===== src/rtl/core/mlp_pkg.sv =====
// mlp_pkg: shared types, opcodes, sizes and fixed-point helpers for the MLP block.
// Depends on nothing; used by the MAC unit, the top level and the bench.
`timescale 1ns / 1ps
package mlp_pkg;
    localparam logic [1:0] OP_WEIGHT = 2'd0;
    localparam logic [1:0] OP_BIAS   = 2'd1;
    localparam logic [1:0] OP_INPUT  = 2'd2;
    localparam logic [1:0] OP_NONE   = 2'd3;

    localparam logic [2:0] CFG_INPUT_COUNT = 3'd0;
    localparam logic [2:0] CFG_HIDDEN_CNT  = 3'd1;
    localparam logic [2:0] CFG_WIDTH_0     = 3'd2;
    localparam logic [2:0] CFG_WIDTH_3     = 3'd5;
    localparam logic [2:0] CFG_GAIN        = 3'd6;
    localparam logic [2:0] CFG_OFFSET      = 3'd7;

    localparam int WIDTH_REGS        = 4;
    localparam int MAX_NEURONS       = 32;
    localparam int MAX_HIDDEN_LAYERS = 4;

    // Control from the sequencer to the MAC unit.
    typedef struct packed {
        logic load_bias;
        logic mac_en;
    } mac_ctrl_t;

    function automatic logic signed [31:0] sat32(input logic signed [33:0] v);
        if (v > 34'sd2147483647)
            sat32 = 32'sh7fffffff;
        else if (v < -34'sd2147483648)
            sat32 = 32'sh80000000;
        else
            sat32 = v[31:0];
    endfunction
endpackage


===== src/rtl/core/mlp_mac.sv =====
// mlp_mac: registered multiply then saturating accumulate for one neuron.
// Depends on mlp_pkg.
`timescale 1ns / 1ps
module mlp_mac #(
    parameter int FRAC_BITS = 16
) (
    input  logic               clk,
    input  logic               rst_n,
    input  mlp_pkg::mac_ctrl_t ctrl,
    input  logic signed [31:0] bias,
    input  logic signed [31:0] weight,
    input  logic signed [31:0] act,
    output logic signed [31:0] acc
);
    logic signed [63:0] prod_reg;
    logic               prod_vld_reg;
    logic signed [31:0] acc_reg;
    logic signed [31:0] acc_next;
    logic signed [63:0] shifted;
    logic signed [63:0] wide_sum;

    // Arithmetic shift of a signed value rounds towards minus infinity.
    assign shifted  = prod_reg >>> FRAC_BITS;
    assign wide_sum = 64'(acc_reg) + shifted;

    always_comb
    begin
        acc_next = acc_reg;
        if (ctrl.load_bias)
            acc_next = bias;
        else if (prod_vld_reg)
        begin
            if (wide_sum > 64'sd2147483647)
                acc_next = 32'sh7fffffff;
            else if (wide_sum < -64'sd2147483648)
                acc_next = 32'sh80000000;
            else
                acc_next = wide_sum[31:0];
        end
    end

    always_ff @(posedge clk or negedge rst_n)
    begin
        if (!rst_n)
        begin
            prod_vld_reg <= 1'b0;
        end
        else
        begin
            prod_vld_reg <= ctrl.mac_en;
        end
    end

    always_ff @(posedge clk)
    begin
        prod_reg <= weight * act;
        acc_reg  <= acc_next;
    end

    assign acc = acc_reg;
endmodule


===== config.mk =====
export PLATFORM = sky130hd
export DESIGN_NAME = mlp_mac
export DESIGN_NICKNAME = d
export VERILOG_FILES = /design/src/rtl/core/mlp_pkg.sv /design/src/rtl/core/mlp_mac.sv
export SDC_FILE = /design/constraint.sdc
export NUM_CORES = 2
export LEC_CHECK = 0
export ABC_CLOCK_PERIOD_IN_PS = 4000
export BUFFER_PORTS_ARGS = -buffer_cell sky130_fd_sc_hd__buf_4
export CORE_UTILIZATION = 45
export DETAILED_ROUTE_END_ITERATION = 16
export PLACE_DENSITY = 0.69
export SLEW_MARGIN = 20
export SYNTH_ARGS = -nofsm -noshare
export SYNTH_HDL_FRONTEND = slang
export SYNTH_SLANG_ARGS = --single-unit

===== constraint.sdc =====
create_clock -name clk -period 4 [get_ports clk]
set_input_delay 1.2 -clock clk [delete_from_list [all_inputs] [get_ports clk]]
set_output_delay 1.2 -clock clk [all_outputs]
set_load 0.02 [all_outputs]

==> run metrics <==
status=finished with violations; failing checks=negative setup slack; initial antenna violation count=1; Final Max Slew Viols=0; DR vias/cell=5.11; Yosys cell types=81; Routed wire per std cell=~18 um; die width=304 um; hold buffer count at cts=0; root buffer cell=clkbuf_16; slew margin rel.=0.438; largest net degree at the start of global routing=65; Final Critical Period=between 7 and 8 ns; critical path peak fanout=19; syn nets=just under 6000; RSZ-0062 raised after global routing=true; TritonRoute pass-1 iters=5; Critical Path Start Type=primary input; Core Rows=110; CP required=roughly 4.3 ns; Setup WS pre-CTS=-4.44 ns; Data arrival, critical path=between 8 and 9 ns; DIE HEIGHT=304 um; Detailed Route WL=about 110000 um; Hold/Removal Path Class=primary input to async pin; synthesized area=roughly 40000 um2; count leader, synth=fa_1; Final Cycle Share=1.99; # IOs=approximately 130; CTS sink cnt=around 80; RePlAce Congestion=about 0.9; final setup violation count=48; ys async rst share=0.0123; drt drc=0; Syn Area/Cell=9.37 um2; clk slew on worst S/H paths=0.06 ns; clock skew=roughly 0.012 ns; vias=30400; initial core utilization=0.454; CTS tree=done; clock buffer depth=2; Crit Path Category=primary input to flop; total congestion overflow=0; largest cells by area after synthesis=fa_1, inv_1, and2_1; worst-skew pair later-pin latency=between 0.3 and 0.4 ns; Detail Placement HPWL=between 90000 and 100000 um; cell taking the most area after synthesis=fa_1; DR iter-0 viols=1496; die area=~90000 um2; vias in the first global route=approximately 33000; area of the core=90100 um2; Synth top cells by count=fa_1, inv_1, nand2_1; share of the synthesized area in the top cell type=0.529; register area share after synthesis=0.0475; final hold vios=0; Slew @ Worst Pin=~0.84 ns; crit end category=flop; Final WS setup=-3.97 ns; GRT Overall Usage=0.236; EDFF count, synth=32; warnings from Yosys=0; # H-tree levels=3; Post-DRT Antenna Nets=0; max_cap viols=0; cts bufs inserted=9; Post-Syn Instances=around 4400; Synth Flop Type=dfxtp_1; Fin Setup TNS=-170.70 ns; Buffers on Ports=roughly 130; Fmax=125 MHz; Syn-to-layout area delta=18.3%; Nets=6181; #FFs+latches synth=81; flip-flop count of the largest register after layout=48; fin util=0.538; layout cells sized above 1=0.181; first-pass GRT wire length=around 170000 um
[stage by stage]
step	hold WS [ns]	area [um2]	cells
4_1_cts	0.594	47700	5929
6_report	0.608	48500	5953
5_1_grt	0.600	48500	5953
2_1_floorplan	0.693	41500	4372
3_5_place_dp	0.824	46300	5882
3_3_place_gp	0.788	46300	5882
[cell type report]
type	count	area, um2
tap	1176	1470
inverter	992	3730
multi-input combinational	3068	35400
fill	7958	41700
clock inverter	3	46.3
sequential	81	1950
antenna	1	2.50
clock buffer	13	273
timing repair buffer	619	5560
[path summary, 6_finish.rpt]
path | startpoint | to | slack, ns | cells past startpoint
worst max-delay path | act[21] | prod_reg[58]$_DFF_P_ | -3.97 | 26
worst min-delay path | rst_n | prod_vld_reg$_DFF_PN0_ | 0.61 | 1
worst max register to register | acc[0]$_DFFE_PP_ | acc[2]$_DFFE_PP_ | 0.06 | 15
worst min register to register | acc[0]$_DFFE_PP_ | acc[0]$_DFFE_PP_ | 0.87 | 3
max in group asynchronous | rst_n | prod_vld_reg$_DFF_PN0_ | 3.31 | 1
min in group clk | acc[0]$_DFFE_PP_ | acc[0]$_DFFE_PP_ | 0.87 | 3
[cells in the final DEF (no fill, tap or decap), drive strengths merged, types with 15 or more instances in the layout]
master / instances
fa: 1082
inv: 992
buf: 616
nand2: 563
and2: 503
ha: 228
nor2: 115
a21oi: 91
o21ai: 80
xnor2: 66
dfxtp: 48
a21o: 43
o22ai: 33
xor2: 33
edfxtp: 32
nand4: 24
nand3: 24
a31oi: 21
clkbuf: 15
[cells by family (layout without fill, tap and decap cells)]
family,after synthesis,count (layout),synth area share
multiplexers,2,2,0.000519
XOR/XNOR,99,99,0.0212
flip-flops,81,81,0.0475
buffers and inverters,1223,1627,0.114
AO/OA/AOI/OAI,357,357,0.0615
adder cells (fa/ha/maj),1310,1310,0.598
other,0,1,0
AND/OR/NAND/NOR,1300,1300,0.157
[per-layer routing]
metal,track usage,part of all wire,vias to the layer above
li1,-,-,13700
met1,0.285,0.38,15800
met2,0.433,0.54,717
met3,0.0161,0.036,211
met4,0.101,0.048,0
met5,0,0,-
[worst max-delay path, stage by stage]
cell       delay (ns)
buf_6            0.14
and2_1           0.19
fa_1             0.50
inv_1            0.05
fa_1             0.48
inv_1            0.06
fa_1             0.50
inv_1            0.05
fa_1             0.52
inv_1            0.08
fa_2             0.59
fa_1             0.45
fa_1             0.54
fa_1             0.46
ha_4             0.30
nand2_1          0.07
nor2_1           0.14
o21ai_1          0.12
a311o_1          0.41
a21o_1           0.28
o2111ai_4        0.26
a31oi_4          0.15
o211ai_1         0.22
buf_4            0.19
a31oi_2          0.11
xnor2_1          0.13
[what timing repair did]
item,in CTS,in global routing
gates cloned,2,3
buffers inserted,30,22
setup endpoints to repair,79,79
pin swaps,74,77
resized for setup,173,107
Power is not shown: default switching activity piles up to over one toggle a cycle in this logic, so the estimate is an artifact.
